`config.mk`:
```
export PLATFORM = sky130hd
export DESIGN_NAME = seven_segment_mux_pwm
export DESIGN_NICKNAME = d
export VERILOG_FILES = /design/src/design/ssmp_pkg.sv /design/src/design/ssmp_encode.sv /design/src/design/ssmp_scan.sv /design/src/design/seven_segment_mux_pwm.sv
export SDC_FILE = /design/constraint.sdc
export NUM_CORES = 1
export LEC_CHECK = 0
export BUFFER_PORTS_ARGS = -buffer_cell sky130_fd_sc_hd__buf_2
export CORE_UTILIZATION = 59
export DETAILED_ROUTE_END_ITERATION = 7
export HOLD_SLACK_MARGIN = 0.1
export PLACE_DENSITY_LB_ADDON = 0.08
export SYNTH_ARGS = -nofsm -noshare
export SYNTH_HDL_FRONTEND = slang
export SYNTH_SLANG_ARGS = --single-unit
```
`constraint.sdc`:
```
create_clock -name aclk -period 3.18 [get_ports aclk]
set_input_delay 0.318 -clock aclk [delete_from_list [all_inputs] [get_ports aclk]]
set_output_delay 0.318 -clock aclk [all_outputs]
set_load 0.01 [all_outputs]
```
`src/design/ssmp_pkg.sv`:
```
// Shared types, constants and the digit encoder for the seven-segment scan driver.
// No dependencies; every other design file imports this package.
package ssmp_pkg;

    localparam int DIGIT_COUNT      = 4;
    localparam int NUM_INPUT_DIGITS = 4;
    localparam int NUM_CFG_REGS     = 4;
    localparam int DIGIT_W          = 4;
    localparam int SEG_W            = 8;
    localparam int EN_W             = 4;
    localparam int BRIGHT_W         = 8;
    localparam int COUNT_W          = 8;
    localparam int CFG_IDX_W        = 2;
    localparam int PHASE_W          = (DIGIT_COUNT > 1) ? $clog2(DIGIT_COUNT) : 1;

    localparam logic [BRIGHT_W-1:0] COMPARE_RESET = 8'd100;
    localparam logic [SEG_W-1:0]    SEG_BLANK     = 8'h00;

    localparam logic [SEG_W-1:0] SEG_TABLE [10] = '{
        8'h3F, 8'h06, 8'h5B, 8'h4F, 8'h66, 8'h6D, 8'h7D, 8'h07, 8'h7F, 8'h6F
    };

    typedef enum logic {
        OP_TICK = 1'b0,
        OP_LOAD = 1'b1
    } op_t;

    typedef enum logic [CFG_IDX_W-1:0] {
        REG_BRIGHTNESS_0 = 2'd0,
        REG_BRIGHTNESS_1 = 2'd1,
        REG_BRIGHTNESS_2 = 2'd2,
        REG_BRIGHTNESS_3 = 2'd3
    } cfg_idx_t;

    typedef struct packed {
        op_t                operation;
        logic [DIGIT_W-1:0] digit_0;
        logic [DIGIT_W-1:0] digit_1;
        logic [DIGIT_W-1:0] digit_2;
        logic [DIGIT_W-1:0] digit_3;
    } in_t;

    typedef struct packed {
        logic [SEG_W-1:0] segments;
        logic [EN_W-1:0]  digit_enable;
    } out_t;

    typedef struct packed {
        logic                 we;
        cfg_idx_t             index;
        logic [BRIGHT_W-1:0]  data;
    } cfg_wr_t;

    // Decimal value to segment pattern; anything above nine is blank.
    function automatic logic [SEG_W-1:0] encode_digit(input logic [DIGIT_W-1:0] v);
        logic [SEG_W-1:0] code;
        code = SEG_BLANK;
        if (v <= DIGIT_W'(9)) begin
            code = SEG_TABLE[v];
        end
        return code;
    endfunction

endpackage

```
`src/design/ssmp_encode.sv`:
```
// Turns the four decimal digits of a load beat into segment codes, one per slot.
// Depends on ssmp_pkg.
module ssmp_encode
    import ssmp_pkg::*;
(
    input  in_t                                 item,
    output logic [DIGIT_COUNT-1:0][SEG_W-1:0]   codes
);

    logic [DIGIT_W-1:0] digits [NUM_INPUT_DIGITS];

    assign digits[0] = item.digit_0;
    assign digits[1] = item.digit_1;
    assign digits[2] = item.digit_2;
    assign digits[3] = item.digit_3;

    // Slots past the input digits stay blank.
    always_comb begin
        for (int i = 0; i < DIGIT_COUNT; i++) begin
            if (i < NUM_INPUT_DIGITS) begin
                codes[i] = encode_digit(digits[i]);
            end else begin
                codes[i] = SEG_BLANK;
            end
        end
    end

endmodule

```
`src/design/ssmp_scan.sv`:
```
// Scan state: tick counter, digit phase, compare value, output latches, stored
// codes and brightness registers. Depends on ssmp_pkg and ssmp_encode.
module ssmp_scan
    import ssmp_pkg::*;
(
    input  logic     aclk,
    input  logic     aresetn,
    input  logic     step,
    input  in_t      item,
    input  cfg_wr_t  cfg,
    output out_t     result
);

    logic [COUNT_W-1:0]   tick_count_reg,    tick_count_next;
    logic [PHASE_W-1:0]   scan_phase_reg,    scan_phase_next;
    logic [BRIGHT_W-1:0]  compare_value_reg, compare_value_next;
    logic [SEG_W-1:0]     segment_latch_reg, segment_latch_next;
    logic [EN_W-1:0]      enable_latch_reg,  enable_latch_next;
    logic [DIGIT_COUNT-1:0][SEG_W-1:0]    seg_codes_reg;
    logic [DIGIT_COUNT-1:0][SEG_W-1:0]    load_codes;
    logic [DIGIT_COUNT-1:0][BRIGHT_W-1:0] brightness_reg;
    logic [EN_W-1:0]      phase_enable;
    logic                 wrap;

    ssmp_encode u_encode (
        .item  (item),
        .codes (load_codes)
    );

    // Position k drives enable bit DIGIT_COUNT-1-k; bits past the field drop.
    always_comb begin
        for (int b = 0; b < EN_W; b++) begin
            phase_enable[b] = (b < DIGIT_COUNT) &&
                              (int'(scan_phase_reg) == DIGIT_COUNT - 1 - b);
        end
    end

    always_comb begin
        tick_count_next    = tick_count_reg;
        scan_phase_next    = scan_phase_reg;
        compare_value_next = compare_value_reg;
        segment_latch_next = segment_latch_reg;
        enable_latch_next  = enable_latch_reg;
        wrap               = 1'b0;
        if (item.operation == OP_TICK) begin
            tick_count_next = tick_count_reg + 1'b1;
            wrap            = (tick_count_next == '0);
            if (wrap) begin
                // wrap wins over match
                segment_latch_next = seg_codes_reg[scan_phase_reg];
                enable_latch_next  = phase_enable;
                compare_value_next = brightness_reg[scan_phase_reg];
                if (scan_phase_reg == PHASE_W'(DIGIT_COUNT - 1)) begin
                    scan_phase_next = '0;
                end else begin
                    scan_phase_next = scan_phase_reg + 1'b1;
                end
            end else if (tick_count_next == compare_value_reg) begin
                enable_latch_next = '0;
            end
        end
    end

    assign result.segments     = segment_latch_next;
    assign result.digit_enable = enable_latch_next;

    always_ff @(posedge aclk) begin
        if (!aresetn) begin
            tick_count_reg    <= '0;
            scan_phase_reg    <= '0;
            compare_value_reg <= COMPARE_RESET;
            segment_latch_reg <= '0;
            enable_latch_reg  <= '0;
            seg_codes_reg     <= '0;
        end else if (step) begin
            tick_count_reg    <= tick_count_next;
            scan_phase_reg    <= scan_phase_next;
            compare_value_reg <= compare_value_next;
            segment_latch_reg <= segment_latch_next;
            enable_latch_reg  <= enable_latch_next;
            if (item.operation == OP_LOAD) begin
                seg_codes_reg <= load_codes;
            end
        end
    end

    // Slots beyond the register list keep brightness 0.
    always_ff @(posedge aclk) begin
        if (!aresetn) begin
            brightness_reg <= '0;
        end else if (cfg.we) begin
            for (int i = 0; i < DIGIT_COUNT; i++) begin
                if (i < NUM_CFG_REGS && cfg.index == cfg_idx_t'(CFG_IDX_W'(i))) begin
                    brightness_reg[i] <= cfg.data;
                end
            end
        end
    end

    a_enable_onehot0: assert property (@(posedge aclk) disable iff (!aresetn)
        $onehot0(enable_latch_reg))
        else $error("more than one digit enabled");

    a_load_holds_count: assert property (@(posedge aclk) disable iff (!aresetn)
        step && item.operation == OP_LOAD |=>
            $stable(tick_count_reg) && $stable(enable_latch_reg))
        else $error("load beat disturbed scan state");

    a_wrap_loads_compare: assert property (@(posedge aclk) disable iff (!aresetn)
        step && wrap |=>
            compare_value_reg == $past(brightness_reg[scan_phase_reg]))
        else $error("compare value not taken from active digit brightness");

    a_seg_top_bit: assert property (@(posedge aclk) disable iff (!aresetn)
        segment_latch_reg[SEG_W-1] == 1'b0)
        else $error("segment latch bit 7 set");

endmodule

```
`src/design/seven_segment_mux_pwm.sv`:
```
// Top level of the multiplexed seven-segment driver with per-digit brightness.
// Depends on ssmp_pkg and ssmp_scan (which holds ssmp_encode).
//
//  channel | handshake            | payload            | direction
//  --------+----------------------+--------------------+----------
//  input   | s_valid / s_ready    | s_data   (in_t)    | in
//  result  | m_valid / m_ready    | m_data   (out_t)   | out
//  config  | cfg_valid / cfg_ready| cfg_index,cfg_data | in
//
// One beat per cycle sustained while m_ready is high: an input register, then
// one pass through the scan logic into the result register, which presents
// the result. The two register stages hold each beat in turn.
// Synchronous active-low reset clears counter, phase, latches, stored codes
// and brightness; compare value resets to 100. A stalled result register
// holds the input register; s_ready drops only when both stages are full
// and m_ready is low. cfg_ready is always high.
module seven_segment_mux_pwm
    import ssmp_pkg::*;
(
    input  logic                  aclk,
    input  logic                  aresetn,

    input  logic                  s_valid,
    output logic                  s_ready,
    input  in_t                   s_data,

    output logic                  m_valid,
    input  logic                  m_ready,
    output out_t                  m_data,

    input  logic                  cfg_valid,
    output logic                  cfg_ready,
    input  logic [CFG_IDX_W-1:0]  cfg_index,
    input  logic [BRIGHT_W-1:0]   cfg_data
);

    logic     in_valid_reg;
    in_t      in_data_reg;
    logic     out_valid_reg;
    out_t     out_data_reg;
    logic     step;
    out_t     result;
    cfg_wr_t  cfg;

    // A held beat moves on when the result register is empty or being drained.
    assign step    = in_valid_reg && (!out_valid_reg || m_ready);
    assign s_ready = !in_valid_reg || step;

    assign cfg_ready = 1'b1;
    assign cfg.we    = cfg_valid;
    assign cfg.index = cfg_idx_t'(cfg_index);
    assign cfg.data  = cfg_data;

    ssmp_scan u_scan (
        .aclk    (aclk),
        .aresetn (aresetn),
        .step    (step),
        .item    (in_data_reg),
        .cfg     (cfg),
        .result  (result)
    );

    // input stage
    always_ff @(posedge aclk) begin
        if (!aresetn) begin
            in_valid_reg <= 1'b0;
        end else if (s_valid && s_ready) begin
            in_valid_reg <= 1'b1;
        end else if (step) begin
            in_valid_reg <= 1'b0;
        end
    end

    always_ff @(posedge aclk) begin
        if (s_valid && s_ready) begin
            in_data_reg <= s_data;
        end
    end

    // result stage
    always_ff @(posedge aclk) begin
        if (!aresetn) begin
            out_valid_reg <= 1'b0;
        end else if (step) begin
            out_valid_reg <= 1'b1;
        end else if (m_ready) begin
            out_valid_reg <= 1'b0;
        end
    end

    always_ff @(posedge aclk) begin
        if (step) begin
            out_data_reg <= result;
        end
    end

    assign m_valid = out_valid_reg;
    assign m_data  = out_data_reg;

endmodule

```
==> results of run 1 <==
-- per-stage QoR --
step	cells	setup WS, ns	cell area [um^2]	hold WS, ns
2_1_floorplan	576	0.5854	5993	0.4169
3_3_place_gp	723	0.4446	6281	0.4488
3_5_place_dp	723	0.3619	6281	0.4592
4_1_cts	777	0.3334	7027	0.1004
5_1_grt	777	0.2321	7027	0.1102
6_report	777	0.3178	7027	0.1187
-- cell type report --
type / count / area [um^2] / share of cell area
well taps: 133 / 166.4 / 0.02368
flip-flops and latches: 121 / 2713 / 0.3860
repair buffers: 76 / 513.0 / 0.07301
multi-input cells: 391 / 3019 / 0.4297
inverters: 24 / 90.09 / 0.01282
clock buffers: 18 / 417.9 / 0.05947
clock inverters: 14 / 107.6 / 0.01531
-- worst min-delay path by stage --
stage                                             start  cells past startpoint                                  endpoint
2_1_floorplan                                 s_data[0]                      0                  in_data_reg[0]$_DFFE_PP_
3_5_place_dp   u_scan.segment_latch_reg[2]$_SDFFE_PN0P_                      2  u_scan.segment_latch_reg[2]$_SDFFE_PN0P_
6_report                                    cfg_data[7]                      3    u_scan.brightness_reg[23]$_SDFFE_PN0P_
3_3_place_gp   u_scan.segment_latch_reg[5]$_SDFFE_PN0P_                      2  u_scan.segment_latch_reg[5]$_SDFFE_PN0P_
4_1_cts                                     cfg_data[4]                      3     u_scan.brightness_reg[4]$_SDFFE_PN0P_
5_1_grt                                     cfg_data[7]                      3    u_scan.brightness_reg[15]$_SDFFE_PN0P_
-- placed cells by master, fill, tap and decap left out, drive strengths merged, types with 3 or more instances in the layout --
| cell | n |
|---|---|
| dfxtp | 92 |
| buf | 54 |
| nor2b | 49 |
| nand2 | 48 |
| mux2i | 41 |
| nor2 | 32 |
| edfxtp | 29 |
| o21ai | 28 |
| ha | 26 |
| inv | 25 |
| dlygate4sd3 | 22 |
| a21boi | 19 |
| clkbuf | 18 |
| mux4 | 15 |
| a21oi | 15 |
| nor3b | 9 |
| clkinv | 9 |
| xnor2 | 8 |
| and2 | 8 |
| o221a | 8 |
| mux2 | 7 |
| nand4 | 6 |
| nand2b | 6 |
| o211a | 6 |
| nand3b | 6 |
| o221ai | 5 |
| nand3 | 5 |
| xor2 | 4 |
| a22o | 4 |
| a22oi | 4 |
| and3 | 3 |
| o21a | 3 |
| a31oi | 3 |
| clkinvlp | 3 |
-- per-layer routing --
layer,GRT usage,wire length [um],up-vias
li1,-,-,2149
met5,0,0,-
met3,0.07797,562,24
met2,0.3923,5729,114
met1,0.3342,5708,2066
met4,0.09101,208,0
-- power by group through the flow --
stage,Combinational (W),Clock [W],Sequential (W)
2_1_floorplan,0.000168,0,0.00169
3_3_place_gp,0.000217,0,0.00170
3_5_place_dp,0.000225,0,0.00170
4_1_cts,0.000248,0.00172,0.00167
5_1_grt,0.000278,0.00179,0.00168
6_report,0.000249,0.00169,0.00167
-- cells by family (layout without fill, tap and decap cells) --
family	count (synthesis)	after routing	synth area share
compound gates	107	107	0.1299
buf+inv	64	132	0.04363
xor+xnor	12	12	0.01754
other cells	1	1	0.0006257
fa+ha+maj	26	26	0.05428
flops	121	121	0.4526
simple gates	182	182	0.1635
mux	63	63	0.1380
-- worst register-to-register path, delay by kind of cell, from the launching register on --
family	cells	cell delay [ns]
fa+ha+maj	1	0.40
flops	1	0.48
compound gates	4	1.06
simple gates	2	0.66
==> impl_results.md, run 1 <==
* Status: finished, final reports clean
* Synth Cell Area at approximately 0.0060 mm^2
* Post-layout minimum cycle time at ~2.9 ns
* Clock sink count at around 120
* #FFs+latches synth at between 100 and 150
* Fraction of registers with async set/reset at 0
* Final core utilization at 0.7156
* RD Place Congestion at approximately 0.9
* Initial Util at 0.6103
* Post-synthesis instance total at between 500 and 600
* Critical path class: flip-flop to flip-flop
* Residual DRC count at 0
* Nets at roughly 690
* Setup crit end kind: flip-flop
* Critical Path End: m_data[1]$_DFFE_PP_
* Die Y at 102.8 um
* Area leader, netlist: dfxtp_1
* FMAX at about 350 MHz
* Worst clock skew at ~0.009 ns
* Synthesized area per cell at roughly 10 um^2
* Buffer count from post-CTS setup fixing at 0
* Die W at between 100 and 150 um
* Total number of vias at ~4400
* Drt pass-1 iters at 4
* Die ar. at ~0.011 mm^2
* Core area at between 0.009 and 0.01 mm^2
* Largest net degree at the start of global routing at 93
* Final count of pins violating max slew at 0
* Worst Setup SP: u_scan.tick_count_reg[0]$_SDFFE_PN0P_
* Comb power frac at 0.069
* Count leader, synth: dfxtp_1
* Worst r2r src: u_scan.tick_count_reg[0]$_SDFFE_PN0P_
* Clock Tree Root: clkbuf_8
* Final setup TNS at 0 ns
* Share of the synthesized area in the top cell type at 0.3073
* RSZ-0062 raised after global routing: false
* Post-synth cell types at 57
* Gr usage total at 0.2526
* Net Switching at ~0.00084 W
* Vias per inst at 5.602
* H-tree depth at 4
* Layout cells sized above 1 at 0.1863
* CTS tree: built
* Final WL at 12.21 mm
* Ant diodes at 0
* Hold-fix buffers at CTS at 22
* Power Density at 514.5 mW/mm^2
* Mapped Nets at ~630
* Worst Reg2Reg Path Length in Cells at 7
* Top Ports at 47
* Final Hold Vio Count at 0
* Worst skew pair latency at ~0.52 ns
* Top Family by Delay on Critical Path: compound AO/OA/AOI/OAI gates
* Highest-delay cell along the critical path: or4_4
* Number of max-cap violations at 0
* Synth warn at 0
* Clock Power Share at 0.468
* Port bufs at 45
* Total gr overflow at 0
* Crit path launch type: flip-flop
* Int Pwr at roughly 0.0028 W
* Sw Ratio at 0.2331
* CP cell instances: ha_1, nand3_2, o21a_1, or4_4, a2111o_1, a21o_1, a22o_1
* Core Rows at 36
* Critical path depth at 7
* Largest stage delay on the critical path at 0.52 ns
* EDFF count, synth at 29
* Ys flop type: dfxtp_1
* Peak VDD IR at between 0.3 and 0.4 mV
* Leakage at 2.833 nW
* First-pass GRT wire length at between 20 and 25 mm
* Worst min path class: input port to flip-flop
* CP Max Fanout at 9
* Largest register FFs at 32
* Initial antenna violation count at 0
* Filler cells at 737
* Worst slew pin tran at 0.8902 ns
* Commonest cells post-synth: 92 x dfxtp_1, 49 x nor2b_1, 47 x nand2_1, 41 x mux2i_1, 32 x nor2_1
* Reg-to-reg endpoint: m_data[1]$_DFFE_PP_
* Arrival time worst endpoint at 3.13 ns
* Final setup fails at 0
* DRT iter0 DRCs at roughly 200
* Synthesis-to-layout area growth at 17.24%
* Final Power at between 0.003 and 0.004 W
* Total CTS buffers at 17
* ANT nets after route at 0
* Worst path bufs/invs at 0
* Top cells by area, synth: dfxtp_1 31%, edfxtp_1 15%, mux2i_1 6.8%
* Reg power frac at 0.463
* Final HPWL DP at between 7 and 8 mm
* Clk slew on worst S/H paths at 0.06 ns
* Vias in the first global route at just over 4000
* Reg2reg setup slack at approximately 0.32 ns
* Fin crit share at 0.9001
* WL/cell at 15.71 um
* Relative slew margins at 0.4066
* Post_cts resized at 0
* Required @ worst endpoint at 3.45 ns
* Clock tree buffer depth at 2
* Sequential fraction of the synthesis area at 0.4526
Note: power is estimated with default switching activity, not from simulation.
==> run 2, diff against run 1 <==
CORE_UTILIZATION = 50   (was 59)
==> impl_results.md, run 2 (synthesized netlist as in run 1, its figures left out) <==
* Synthesis-to-layout area growth at 17.27% (about the same)
* ANT nets after route at 0 (unchanged)
* Reg area at 0.002713 mm^2 (unchanged)
* Comb power frac at 0.065 (-0.004)
* Vias per inst at 5.425 (-3.2%)
* Required @ worst endpoint at 3.34 ns (-0.11 ns)
* Worst Reg2Reg Path Length in Cells at 7 (unchanged)
* Worst skew pair latency at 0.41 ns (-0.11 ns)
* Final Hold Vio Count at 0 (unchanged)
* FMAX at 353.0 MHz (+1.0%)
* Residual DRC count at 7 (+7)
* Gr usage total at 0.2066 (-0.04602)
* Most common cell after layout, fill and taps aside: dfxtp_1
* Worst Hold Depth at 3 (unchanged)
* Post-layout minimum cycle time at 2.833 ns (-0.02910 ns)
* Int Pwr at 0.002911 W (+5.0%)
* Total gr overflow at 0 (unchanged)
* Number of max-cap violations at 0 (unchanged)
* Total number of vias at 4248 (-2.4%)
* Die Y at 111.5 um (+8.5%)
* CP Max Fanout at 9 (unchanged)
* Final count of pins violating max slew at 0 (unchanged)
* Final core utilization at 0.6077 (-0.1079)
* Clock Tree Root: clkbuf_16
* Ant diodes at 0 (unchanged)
* Peak VDD IR at 0.5776 mV (+46%)
* Die ar. at 0.01243 mm^2 (+18%)
* Clock Power Share at 0.485 (+0.017)
* Drt pass-1 iters at 6 (+2)
* WL/cell at 14.98 um (-4.7%)
* Largest net degree at the start of global routing at 56 (-40%)
* Core Rows at 39 (+8.3%)
* RD Place Congestion at 0.8103 (-11%)
* Post-route cell area at 0.007028 mm^2 (about the same)
* Final HPWL DP at 8.163 mm (+2.6%)
* Filler cells at 928 (+26%)
* Core area at 0.01156 mm^2 (+18%)
* Crit path launch type: flip-flop
* Status: finished with violations
* Fin crit share at 0.8909 (-0.009152)
* First-pass GRT wire length at 20.07 mm (about the same)
* Net Switching at 0.0008051 W (-4.5%)
* Worst slew pin tran at 0.9496 ns (+0.05943 ns)
* Violated checks: DRC
* Clock tree buffer depth at 2 (unchanged)
* Final setup fails at 0 (unchanged)
* Leakage at 2.822 nW (-0.41%)
* Die W at 111.5 um (+8.5%)
* Final WL at 11.73 mm (-3.9%)
* Reg power frac at 0.451 (-0.012)
* Worst clock skew at 0.008313 ns (-0.0007191 ns)
* Setup crit end kind: flip-flop
* Post_cts resized at 0 (unchanged)
* Vias in the first global route at 4013 (-2.9%)
* Final setup TNS at 0 ns (unchanged)
* Most frequent cells in the layout: 92 x dfxtp_1, 49 x nor2b_1, 47 x nand2_1, 45 x buf_2, 41 x mux2i_1
* Final Power at 0.003716 W (+2.8%)
* Largest register FFs at 32 (unchanged)
* RSZ-0062 raised after global routing: false
* Top Ports at 47 (unchanged)
* Relative slew margins at 0.3669 (-0.03962)
* Port bufs at 45 (unchanged)
* Clock sink count at 121 (unchanged)
* Post-DP Area at 0.006301 mm^2 (+0.32%)
* DRT iter0 DRCs at 310 (+57%)
* Worst min path class: input port to flip-flop
* CTS tree: built
* Total CTS buffers at 17 (unchanged)
* Sw Ratio at 0.2166 (-0.01644)
* Initial Util at 0.5182 (-0.09212)
* Critical path class: flip-flop to flip-flop
* Nets at 685 (-0.58%)
* Layout cells sized above 1 at 0.1813 (-0.005085)
* Power Density at 528.8 mW/mm^2 (+2.8%)
* Multi-input logic area at 0.003019 mm^2 (unchanged)
* H-tree depth at 4 (unchanged)
* Initial antenna violation count at 0 (unchanged)
* Arrival time worst endpoint at 2.99 ns (-0.14 ns)
* Clk slew on worst S/H paths at 0.05 ns (about the same)
[run 2: final timing paths]
kind / from / end / slack (ns)
max: u_scan.tick_count_reg[0]$_SDFFE_PN0P_ / m_data[0]$_DFFE_PP_ / 0.35
min: s_valid / in_valid_reg$_SDFFE_PN0P_ / 0.17
max reg2reg: u_scan.tick_count_reg[0]$_SDFFE_PN0P_ / m_data[0]$_DFFE_PP_ / 0.35
min reg2reg: u_scan.seg_codes_reg[16]$_SDFFE_PN0P_ / u_scan.seg_codes_reg[16]$_SDFFE_PN0P_ / 0.46
[run 2: power by group through the flow]
| stage | logic [W] | clock network (W) | registers (W) |
|---|---|---|---|
| detailed placement | 0.000226 | 0 | 0.00171 |
| finish | 0.000241 | 0.00180 | 0.00167 |
| global placement | 0.000220 | 0 | 0.00170 |
| floorplan | 0.000168 | 0 | 0.00169 |
| global route | 0.000271 | 0.00192 | 0.00168 |
| CTS | 0.000242 | 0.00184 | 0.00167 |
[run 2: worst max-delay path, stage by stage, from the launching register on]
cell and delay, ns:
dfxtp_1 0.48, ha_1 0.39, nand3_2 0.15, o21a_1 0.22, or4_4 0.52, a2111o_1 0.42
a21o_1 0.22, a22o_1 0.18
[run 2: stage by stage]
stage	setup slack, ns	hold WS [ns]	instances
5_1_grt	0.2198	0.1608	783
2_1_floorplan	0.5854	0.4169	576
3_5_place_dp	0.3784	0.4554	734
3_3_place_gp	0.4384	0.4485	734
4_1_cts	0.3664	0.1484	783
6_report	0.3469	0.1672	783
[run 2: final cells by class]
cell class,instances,share of cell area
Clock buffer,23,0.06516
Clock inverter,9,0.01406
Inverter,24,0.01282
Multi-Input combinational cell,391,0.4296
Sequential cell,121,0.3860
Tap cell,143,0.02546
Timing Repair Buffer,72,0.06694
[run 2: metal layers]
metal  global-route usage  vias to the layer above  share of wire
met5                    0                        -              0
li1                     -                     2140              -
met2               0.3125                       93           0.45
met1               0.2802                     2009           0.50
met3              0.05879                        6          0.042
met4              0.08018                        0         0.0064
[run 2: what timing repair did]
| item | 4_1_cts | 5_1_grt |
|---|---|---|
| endpoints found under the hold margin | 17 | 0 |
| setup endpoints to repair | 0 | 0 |
| hold buffers | 17 | 0 |
| setup buffers | 0 | 0 |
